## src/sv/cwr_pkg.sv

```systemverilog
// cwr_pkg: shared types and constants for the collinear waypoint reducer
// command and status structs between controller and datapath, controller state encoding
// no dependencies
package cwr_pkg;

  // tolerance register width and its square
  localparam int unsigned TOL_BITS  = 23;
  localparam int unsigned TOL2_BITS = 2 * TOL_BITS;

  // controller states
  typedef enum logic [3:0] {
    ST_IDLE,
    ST_DIFF,
    ST_MUL,
    ST_SUM,
    ST_WMUL,
    ST_WSUM,
    ST_DECIDE,
    ST_EMIT_NEW,
    ST_EMIT_PEND,
    ST_EMIT_FINAL
  } cwr_state_e;

  // source of the next result
  typedef enum logic [1:0] {
    SEL_NEW,
    SEL_PEND,
    SEL_FINAL
  } cwr_emit_sel_e;

  // controller to datapath
  typedef struct packed {
    logic          load_in;
    logic          pend_from_in;
    logic          pend_from_n;
    logic          kept_from_n;
    logic          kept_from_pend;
    logic          emit;
    cwr_emit_sel_e emit_sel;
  } cwr_cmd_t;

  // datapath to controller
  typedef struct packed {
    logic drop;
    logic out_free;
    logic n_last;
  } cwr_stat_t;

endpackage

```

## src/sv/cwr_ctrl.sv

```systemverilog
// cwr_ctrl: sequencing state machine for the waypoint reducer
// depends on cwr_pkg; commands cwr_datapath through cwr_cmd_t
module cwr_ctrl (
  input  logic               clk_i,
  input  logic               rst_ni,
  input  logic               in_valid_i,
  input  logic               path_last_i,
  output logic               in_stall_o,
  input  cwr_pkg::cwr_stat_t stat_i,
  output cwr_pkg::cwr_cmd_t  cmd_o
);
  import cwr_pkg::*;

  // points seen in the current path, saturating at two
  localparam logic [1:0] SEEN_NONE = 2'd0;
  localparam logic [1:0] SEEN_ONE  = 2'd1;
  localparam logic [1:0] SEEN_TWO  = 2'd2;

  cwr_state_e state_q, state_d;
  logic [1:0] seen_q, seen_d;
  logic       accept;

  assign accept = (state_q == ST_IDLE) && in_valid_i;

  always_ff @(posedge clk_i or negedge rst_ni) begin
    if (!rst_ni) begin
      state_q <= ST_IDLE;
      seen_q  <= SEEN_NONE;
    end else begin
      state_q <= state_d;
      seen_q  <= seen_d;
    end
  end

  // next state and path position
  always_comb begin
    state_d = state_q;
    seen_d  = seen_q;
    case (state_q)
      ST_IDLE: begin
        if (in_valid_i) begin
          case (seen_q)
            SEEN_NONE: state_d = ST_EMIT_NEW;
            SEEN_ONE: begin
              if (path_last_i) begin
                state_d = ST_EMIT_NEW;
              end else begin
                seen_d = SEEN_TWO;
              end
            end
            default: state_d = ST_DIFF;
          endcase
        end
      end
      ST_DIFF:   state_d = ST_MUL;
      ST_MUL:    state_d = ST_SUM;
      ST_SUM:    state_d = ST_WMUL;
      ST_WMUL:   state_d = ST_WSUM;
      ST_WSUM:   state_d = ST_DECIDE;
      ST_DECIDE: begin
        if (!stat_i.drop) begin
          state_d = ST_EMIT_PEND;
        end else if (stat_i.n_last) begin
          state_d = ST_EMIT_FINAL;
        end else begin
          state_d = ST_IDLE;
        end
      end
      ST_EMIT_NEW: begin
        if (stat_i.out_free) begin
          state_d = ST_IDLE;
          seen_d  = stat_i.n_last ? SEEN_NONE : SEEN_ONE;
        end
      end
      ST_EMIT_PEND: begin
        if (stat_i.out_free) begin
          state_d = stat_i.n_last ? ST_EMIT_FINAL : ST_IDLE;
        end
      end
      ST_EMIT_FINAL: begin
        if (stat_i.out_free) begin
          state_d = ST_IDLE;
          seen_d  = SEEN_NONE;
        end
      end
      default: begin
        state_d = ST_IDLE;
        seen_d  = SEEN_NONE;
      end
    endcase
  end

  // datapath commands
  always_comb begin
    cmd_o                = '0;
    cmd_o.emit_sel       = SEL_NEW;
    cmd_o.load_in        = accept;
    cmd_o.pend_from_in   = accept && (seen_q == SEEN_ONE) && !path_last_i;
    case (state_q)
      ST_DECIDE: begin
        cmd_o.pend_from_n = stat_i.drop && !stat_i.n_last;
      end
      ST_EMIT_NEW: begin
        cmd_o.emit        = stat_i.out_free;
        cmd_o.emit_sel    = SEL_NEW;
        cmd_o.kept_from_n = stat_i.out_free;
      end
      ST_EMIT_PEND: begin
        cmd_o.emit           = stat_i.out_free;
        cmd_o.emit_sel       = SEL_PEND;
        cmd_o.kept_from_pend = stat_i.out_free;
        cmd_o.pend_from_n    = stat_i.out_free && !stat_i.n_last;
      end
      ST_EMIT_FINAL: begin
        cmd_o.emit     = stat_i.out_free;
        cmd_o.emit_sel = SEL_FINAL;
      end
      default: begin
        cmd_o.emit = 1'b0;
      end
    endcase
  end

  assign in_stall_o = (state_q != ST_IDLE);

endmodule

```

## config.mk

```make
export PLATFORM = sky130hd
export DESIGN_NAME = cwr_ctrl
export DESIGN_NICKNAME = d
export VERILOG_FILES = /design/src/sv/cwr_pkg.sv /design/src/sv/cwr_ctrl.sv
export SDC_FILE = /design/constraint.sdc
export NUM_CORES = 1
export LEC_CHECK = 0
export BUFFER_PORTS_ARGS = -buffer_cell sky130_fd_sc_hd__buf_2
export CAP_MARGIN = 20
export CORE_UTILIZATION = 30
export DETAILED_ROUTE_END_ITERATION = 7
export MAX_ROUTING_LAYER = met4
export PLACE_DENSITY = 0.63
export SLEW_MARGIN = 20
export SYNTH_ARGS = -nofsm -noshare
export SYNTH_HDL_FRONTEND = slang
export SYNTH_SLANG_ARGS = --single-unit
```

## constraint.sdc

```tcl
create_clock -name clk_i -period 1.36 [get_ports clk_i]
set_clock_uncertainty 0.05 [all_clocks]
set_input_delay 0.272 -clock clk_i [delete_from_list [all_inputs] [get_ports clk_i]]
set_output_delay 0.272 -clock clk_i [all_outputs]
set_load 0.005 [all_outputs]
```

* Word-level counts from Yosys, hierarchy flattened *
Index checks and enable logic that the tools add are counted.

word-level totals
  logic and storage cells = 56
  register bits after elaboration = 6
  output and inout bits = 9
  bits of input ports = 7

cells by class
  reductions and logical operators = 15
  equality and inequality tests = 18
  muxes and demuxes = 20
  bitwise logic cells = 1

operators with widths
  cell                                                   count
  case mux 4 bit (9 select lines)                        1
  two-way mux 4 bit                                      6
  equality test 4 x 3 -> 1 bit, second input constant    4
  two-way mux 2 bit                                      5
  inequality test 2 bit, second input constant           5
  equality test 4 x 2 -> 1 bit, second input constant    2
  equality test 4 bit, second input constant             2
  case mux 2 bit (4 select lines)                        1
  case mux 4 bit (2 select lines)                        1
  OR reduction 7 bit                                     1
  AND reduction 6 bit                                    1
  logical AND 1 bit                                      5
  equality test 4 x 1 -> 1 bit, second input constant    1
  logical NOT 4 bit                                      1
  two-way mux 1 bit                                      4
  inequality test 2 x 1 -> 1 bit, second input constant  2
  case mux 2 bit (2 select lines)                        1
  AND reduction 4 bit                                    1
  nonzero test 4 bit                                     1
  inequality test 3 bit, second input constant           1
  OR reduction 3 bit                                     1
  equality test 2 x 1 -> 1 bit, second input constant    1
  logical NOT 1 bit                                      2
  logical NOT 2 bit                                      1
  other kinds (3)                                        3

* Longest topological paths before layout *
Gate-level depths: netlist of the first run.

  word-level depth = 4
  gate-level depth with buffers = 6
  mapped depth without buffers = 4

* Worst setup path after synthesis of the first run *
OpenSTA, ideal clock, no wires.

  path type = register to output
  start = register state_q[2]
  end = output port cmd_o[5] in the netlist's numbering
  path buffers = 1
  stages on the path, launching flop included = 5
  data arrival time = 1.114 ns
  data required time = 1.038 ns
  path slack = -0.076 ns
  cells stage by stage = dfrtp_1 > buf_4 > nor3b_2 > a22oi_1 > nor3_1

RTL lines
  what                    RTL line        RTL
  start, declared         cwr_ctrl.sv:19  cwr_state_e state_q, state_d;
  start signal, assigned  cwr_ctrl.sv:30  state_q <= state_d;
  end, declared           cwr_ctrl.sv:10  output cwr_pkg::cwr_cmd_t cmd_o

==> flow_metrics.tcl, run 1 <==
set metrics [dict create \
    crit_arrival_ps 1430 \
    final_util_pct 56.4 \
    drv_cap 0 \
    worst_slack_ps -394 \
    fmax_mhz 570 \
    dr.pass1.iters 6 \
    worstSetupEndpointType "output pin" \
    clk_latency_ps 240 \
    clock-root-buffer "clkbuf_4" \
    cts-buffers-inserted 3 \
    crit_path_start_kind "flop" \
    critPathKind "reg2out" \
    worstPathMaxFanout 5 \
    wl_per_cell_um 13.4 \
    drc 0 \
    hp-class "in2async" \
    cts_tree "built" \
    fp.dieArea_mm2 0.00196 \
    nNetsFinal 111 \
    synth.distinct_cells 30 \
    setup_viol 15 \
    gr-total-overflow 0 \
    worst_pin_slew_ps 311 \
    drt_iter0_drc 19 \
    synth_area_per_cell_um2 8.11 \
    via_per_inst 5.06 \
    grt_pass1_vias 596 \
    grt_pass1_wl_mm 2.53 \
    required_ps 1040 \
    start_util_pct 33.6 \
    dr_total_vias 638 \
    core_mm2 0.00159 \
    dp_hpwl_mm 1.07 \
    h-tree-depth 1 \
    grt_usage_pct 18.2 \
    period_share_pct 129 \
    grt_max_degree 8 \
    whs_ps 341 \
    synth_seq_cells 6 \
    ant_nets 0 \
    ys.flop_type "dfrtp_1" \
    clock-sinks 6 \
    syn_area_um2 536 \
    yosysWarnings 0 \
    rrSetupSlack_ps -240 \
    synth-edff-count 0 \
    wl_mm 1.69 \
    finalWorstPathRequiredPeriod_ps 1750 \
    rows 14 \
    clkTransAtPathRegs_ps 50 \
    p_leak_uw 0.000422 \
    grt_setup_unrepaired "yes" \
    finalHoldViolCount 0 \
    ys_seq_area_share_pct 28.0 \
    io_pins 16 \
    ir_worst_vdd_uv 1070 \
    synth_cells 66 \
    powerDensity_mw_per_mm2 2090 \
    cts_max_path_buffers 2 \
    drv_slew 0 \
    die-width_um 44.3 \
    layout-drive-gt1-share_pct 60.8 \
    area_delta_synth_final_pct 67.8 \
    port_buffers 15 \
    setup-tns-final_ps -3760 \
    postSynth.asyncResetShare_pct 100 \
    antenna_cells 0 \
    timing.slew.headroom_pct 79.0 \
    die_h_um 44.3 \
    syn_nets 73 \
    violations "setup timing" \
    place_congestion 0.865 \
    status "finished, violations left" \
    antenna_found_initial 0 \
]
==> metrics by stage <==
step / std cells / area, um2 / power [uW] / worst slack (ps)
2_1_floorplan: 66 / 542 / 1020 / -57.7
3_3_place_gp: 112 / 704 / 1310 / -202
3_5_place_dp: 112 / 704 / 1320 / -236
4_1_cts: 121 / 820 / 1730 / -401
5_1_grt: 126 / 898 / 2010 / -478
6_report: 126 / 898 / 1880 / -394
==> cells in the final DEF, fill, tap and decap left out <==
master,n
o21a_1,1
a22oi_1,1
o22ai_1,1
nand4b_1,2
nor4_4,1
and3_1,1
dfrtp_1,2
clkbuf_4,3
nand2_1,3
a21oi_1,2
nand2b_1,2
o21ai_1,2
buf_2,13
buf_6,6
mux2_4,1
o21ai_2,1
and3_4,2
buf_4,20
o21ai_0,3
nor2b_1,1
nor3b_1,1
nor3_1,1
dlygate4sd3_1,1
inv_1,5
o21ai_4,1
a21oi_2,3
nor3b_4,1
or3b_4,1
a41oi_1,1
a222oi_1,1
nor4_1,1
dfrtp_2,4
and3b_2,1
nor3b_2,1
o32ai_2,1
nor2_2,1
a21oi_4,1
nor2_1,8
==> power breakdown <==
part	switching [uW]	internal (uW)	total, uW	leakage, uW
Clock	63.1	99.8	163	0.0000138
Combinational	576	715	1290	0.000336
Sequential	149	273	423	0.0000724
==> worst max-delay path: stages (launching register included) <==
cell and delay, ps:
dfrtp_2 460, buf_6 140, nor4_4 250, and3_4 240, buf_6 90
==> worst paths after layout <==
kind | start | endpoint | cells after the start
max in group asynchronous | rst_ni | state_q[2] | 2
min | rst_ni | seen_q[0] | 2
min in group clk_i | stat_i[2] | state_q[3] | 4
min reg2reg | seen_q[0] | seen_q[0] | 1
max | state_q[1] | cmd_o[6] | 4
max reg2reg | state_q[1] | state_q[1] | 6
==> layout make-up <==
type                    count  area, um2
fillers                   136        696
multi-input cells          48        379
repair buffers             40        293
flip-flops and latches      6        155
well taps                  24       30.0
clock buffers               3       22.5
inverters                   5       18.8
==> cell usage after synthesis (3+ instances only) <==
cell	instances	area [um2]
nor2_1	9	33.8
dfrtp_1	6	150
inv_1	5	18.8
a21oi_1	4	20.0
o21ai_0	4	20.0
and3_1	3	18.8
buf_2	3	15.0
buf_4	3	22.5
nand2_1	3	11.3
==> metal layers <==
metal	vias up	wire length, um	track usage [%]
met2	25	797	30.0
met3	6	85	4.90
met4	0	39	7.88
met5	-	0	-
li1	307	-	-
met1	300	770	20.6
==> flip-flops by register name (all words and copies together), names as in the netlist <==
register,cells
seen_q,2
state_q,4
==> timing repair <==
| item | 4_1_cts | 5_1_grt |
|---|---|---|
| pin swaps | 9 | 5 |
| setup buffers | 5 | 6 |
| resized for setup | 12 | 10 |
| hold endpoints to repair | 6 | 0 |
| hold buffers | 1 | 0 |
| endpoints found under the setup margin | 14 | 15 |
==> cells by family (layout without fill, tap and decap cells) <==
kind of cell           count (synthesis)  after routing  synth area share, %
muxes                                  1              1                 2.80
buffers and inverters                 12             48                 11.2
and+or+nand+nor                       28             28                 34.6
AOI/OAI and AO/OA                     19             19                 23.4
DFF                                    6              6                 28.0
Note: power is estimated with default switching activity, not from simulation.
==> run 2: changes to the inputs <==
--- a/config.mk
+++ b/config.mk
@@ -15,3 +15,4 @@
 export SYNTH_ARGS = -nofsm -noshare
 export SYNTH_HDL_FRONTEND = slang
 export SYNTH_SLANG_ARGS = --single-unit
+export TNS_END_PERCENT = 50
==> run 2 against run 1 <==
  * The run still ends with setup timing left
  * Power shrank 5.2%
  * Register-to-register slack lost 90 ps
  * Critical path depth shrank 1
  * Utilization shrank 2.8 points
  * Critical path type unchanged
  * Largest power group unchanged
  * Highest routed layer unchanged
==> flow_metrics.tcl, run 2 (same netlist as run 1, synthesis figures left out) <==
set metrics [dict create \
    status "finished, violations left" \
    violations "setup timing" \
    wl_per_cell_um 13.6 \
    largestRegisters "state_q x4, seen_q x2" \
    fill_cells 145 \
    largest_register "state_q" \
    cts_max_path_buffers 2 \
    worstPathCellList "or3b_4 > nor2_1 > buf_2" \
    port_buffers 15 \
    critPathKind "reg2out" \
    timing.slew.headroom_pct 81.5 \
    worst_path_max_delay_cell "dfrtp_2" \
    seq_area_um2 154 \
    grt_pass1_vias 578 \
    layout-drive-gt1-share_pct 58.6 \
    start_util_pct 33.6 \
    die-width_um 44.3 \
    final_cell_mix "buf_4, buf_2, nor2_1" \
    area_delta_synth_final_pct 59.3 \
    worst_pin_slew_ps 274 \
    postPlaceCellArea_um2 697 \
    worstSetupEndpointType "output pin" \
    nNetsFinal 108 \
    place_congestion 0.857 \
    core_mm2 0.00159 \
    clk_latency_ps 250 \
    ant_nets 0 \
    multiInputGateArea_um2 368 \
    worst-path-stages 3 \
    cts_tree "built" \
    antenna_cells 0 \
    drv_slew 0 \
    gr-total-overflow 0 \
    ir_worst_vdd_uv 799 \
    io_pins 16 \
    fmax_mhz 584 \
    crit_path_start_kind "flop" \
    dr_total_vias 645 \
    setup-tns-final_ps -3540 \
    drt_iter0_drc 21 \
    critPathTopFamily "simple AND/OR/NAND/NOR gates" \
    grt_max_degree 9 \
    worstPathMaxFanout 6 \
    final_common_cell "buf_4" \
    period_share_pct 126 \
    clock-root-buffer "clkbuf_4" \
    drc 0 \
    worst_slack_ps -353 \
    grt_usage_pct 18.8 \
    p_leak_uw 0.000406 \
    drv_cap 0 \
    via_per_inst 5.24 \
    clock-sinks 6 \
    crit_arrival_ps 1390 \
    final_cell_area_um2 853 \
    cts-buffers-inserted 3 \
    largest_register_ffs 4 \
    cp.buffers_inverters 1 \
    hp-class "in2async" \
    finalWorstPathRequiredPeriod_ps 1710 \
    h-tree-depth 1 \
    setup_viol 15 \
    die_h_um 44.3 \
    dp_hpwl_mm 1.06 \
    reg2reg_depth 5 \
    clkTransAtPathRegs_ps 50 \
    grt_setup_unrepaired "yes" \
    antenna_found_initial 0 \
    rows 14 \
    wl_mm 1.68 \
    finalHoldViolCount 0 \
    grt_pass1_wl_mm 2.52 \
    crit_path_max_incr_delay_ps 470 \
    dr.pass1.iters 6 \
    required_ps 1040 \
    powerDensity_mw_per_mm2 2090 \
    fp.dieArea_mm2 0.00196 \
]
-- run 2: repair_timing --
action	in CTS	in global routing
setup buffers	7	1
endpoints found under the hold margin	6	0
endpoints found under the setup margin	14	15
gates resized for setup	9	9
pin swaps	9	1
hold buffers	1	0
-- run 2: area by class of cell --
class / count / area share (%)
inverter: 5 / 2.20
clock buffer: 3 / 2.64
sequential: 6 / 18.0
timing repair buffer: 37 / 30.5
multi-input combinational: 48 / 43.1
tap: 24 / 3.52
-- run 2: stage by stage --
step | hold WS, ps | setup slack [ps] | power, uW | utilization [%] | std cells
6_report | 327 | -353 | 1780 | 53.5 | 123
5_1_grt | 355 | -397 | 1910 | 53.5 | 123
4_1_cts | 329 | -338 | 1660 | 50.9 | 122
3_5_place_dp | 55.6 | -190 | 1310 | 43.7 | 111
3_3_place_gp | 52.2 | -162 | 1300 | 43.7 | 111
2_1_floorplan | -73.6 | -57.7 | 1010 | - | 66
-- run 2: final timing paths --
check                                 from    endpoint  slack, ps
min in group clk_i               stat_i[2]  state_q[3]        390
worst max register to register  state_q[1]   seen_q[0]       -330
worst max-delay path            state_q[1]    cmd_o[1]       -350
worst min-delay path                rst_ni  state_q[2]        330
worst min register to register   seen_q[0]   seen_q[0]        480
max in group asynchronous           rst_ni  state_q[0]        770
-- run 2: worst reg2reg max path, delay by kind of cell, from the launching register on --
family | cells | cell delay, ps
AND/OR/NAND/NOR | 1 | 430
flip-flops | 1 | 470
AO/OA/AOI/OAI | 2 | 180
multiplexers | 1 | 300
buffers and inverters | 1 | 140
-- run 2: metal layers --
metal,routed length (um),vias up,part of all wire (%),track usage (%)
met5,0,-,0,-
met4,17,0,1.0,7.88
met3,56,2,3.3,6.53
met2,839,16,50,30.0
met1,765,327,46,21.3
li1,-,300,-,-
-- run 2: power by group --
group | internal (uW) | total, uW | switching (uW)
sequential | 270 | 394 | 123
combinational | 638 | 1210 | 574
clock | 100 | 173 | 72.6
==> run 3: changes to the inputs <==
--- a/config.mk
+++ b/config.mk
@@ -10,7 +10,6 @@
 export CORE_UTILIZATION = 30
 export DETAILED_ROUTE_END_ITERATION = 7
 export MAX_ROUTING_LAYER = met4
-export PLACE_DENSITY = 0.63
 export SLEW_MARGIN = 20
 export SYNTH_ARGS = -nofsm -noshare
 export SYNTH_HDL_FRONTEND = slang
==> run 3 against run 2 <==
  * Combinational power grew 7%
  * Via count shrank 5.4%
  * Largest power group unchanged
  * Critical path type unchanged
  * Highest routed layer unchanged
  * First-iteration DRC count shrank 67%
  * Power grew 4.6%
  * The flow still finishes with violations (setup timing)
  * Design area grew 1.8%
==> flow_metrics.tcl, run 3 (same netlist as run 1, synthesis figures left out) <==
set metrics [dict create \
    status "finished, violations left" \
    violations "setup timing" \
    comb_power_share_pct 69.4 \
    setup_viol 14 \
    powerDensity_mw_per_mm2 2140 \
    dp_cells 118 \
    wl_per_cell_um 12.2 \
    crit_path_start_kind "flop" \
    via_per_inst 4.84 \
    worstSetupStartpoint "state_q[1]" \
    power_uw 1860 \
    dp_hpwl_mm 1.15 \
    drv_cap 0 \
    clk_latency_ps 260 \
    largestRegisters "state_q x4, seen_q x2" \
    worstPathMaxFanout 5 \
    worstReg2RegStart "state_q[1]" \
    dp_slack_ps -226 \
    whs_ps 311 \
    wl_mm 1.54 \
    crit_arrival_ps 1480 \
    drt_iter0_drc 7 \
    area_delta_synth_final_pct 62.1 \
    port_buffers 15 \
    fp.dieArea_mm2 0.00196 \
    place_congestion 0.833 \
    worstSetupEndpointType "output pin" \
    internal-power_uw 1110 \
    cts-buffers-inserted 3 \
    cts_max_path_buffers 2 \
    clkTransAtPathRegs_ps 50 \
    period_share_pct 133 \
    grt_max_degree 9 \
    core_mm2 0.00159 \
    hp-class "in2async" \
    required_ps 1040 \
    rows 14 \
    final_cell_mix "buf_4, buf_2, nor2_1" \
    grt_pass1_wl_mm 2.37 \
    gr-total-overflow 0 \
    die_h_um 44.3 \
    finalHoldViolCount 0 \
    drv_slew 0 \
    cts_tree "built" \
    layout-drive-gt1-share_pct 58.8 \
    seq_power_share_pct 21.1 \
    largest_register_ffs 4 \
    drc 0 \
    ir_worst_vdd_uv 1020 \
    timing.slew.headroom_pct 78.5 \
    clock-root-buffer "clkbuf_4" \
    fin_cells 126 \
    fmax_mhz 554 \
    io_pins 16 \
    h-tree-depth 1 \
    reg2reg_depth 7 \
    antenna_cells 0 \
    grt_pass1_vias 559 \
    ant_nets 0 \
    grt_usage_pct 17.7 \
    worst_pin_slew_ps 319 \
    start_util_pct 33.6 \
    grt_setup_unrepaired "yes" \
    power.switching_uw 751 \
    finalWorstPathRequiredPeriod_ps 1810 \
    largest_register "state_q" \
    worst_slack_ps -445 \
    clockPowerShare_pct 9.5 \
    nNetsFinal 111 \
    clock-sinks 6 \
    dr.pass1.iters 4 \
    critPathKind "reg2out" \
    die-width_um 44.3 \
    switching_share_pct 40.3 \
    dr_total_vias 610 \
    antenna_found_initial 0 \
    final_common_cell "buf_4" \
    p_leak_uw 0.000420 \
]
[run 3: changes by cell type in the layout (fill, tap and decap cells not counted), sizes merged]
cell	previous run	this run
buf	36	39
[run 3: cell type report]
class	count	area, um2
timing repair buffer	40	295
inverter	5	18.8
multi-input combinational	48	348
clock buffer	3	22.5
fill	141	726
tap	24	30.0
sequential	6	154
[run 3: worst max-delay path: stages, from the launching register on]
cell	delay, ps
dfrtp_2	430
buf_6	140
nor4_4	310
and3_4	250
buf_6	90
[run 3: final timing paths]
path	slack (ps)	to
max reg2reg	-270	state_q[3]
max	-450	cmd_o[6]
min in group clk_i	350	state_q[3]
max in group asynchronous	780	state_q[3]
min reg2reg	460	seen_q[0]
min	310	state_q[0]
[run 3: layer usage]
| layer | vias up | GRT usage, % | part of all wire, % |
|---|---|---|---|
| met2 | 12 | 26.8 | 50 |
| met4 | 0 | 9.09 | 1.4 |
| met5 | - | - | 0 |
| met3 | 3 | 4.90 | 2.5 |
| li1 | 305 | - | - |
| met1 | 290 | 21.3 | 46 |
[run 3: what timing repair did]
| item | in CTS | in global routing |
|---|---|---|
| buffers inserted | 1 | 3 |
| hold buffers | 1 | 0 |
| resized for setup | 9 | 5 |
| endpoints found under the setup margin | 15 | 15 |
| hold endpoints to repair | 6 | 0 |
| pin swaps | 8 | 4 |
[run 3: power groups by stage]
stage	clock [uW]	combinational [uW]	sequential, uW
after floorplan	0	688	324
after global placement	0	1090	376
after detailed placement	0	1110	381
after CTS	179	1200	389
after global routing	195	1400	406
final	176	1290	393
[run 3: metrics by stage]
step           instance area, um2  TNS (ps)  util, %
2_1_floorplan                 539      -205        -
3_3_place_gp                  762     -1560     47.8
3_5_place_dp                  762     -1960     47.8
4_1_cts                       828     -4100     52.0
5_1_grt                       868     -5250     54.5
6_report                      868     -4180     54.5
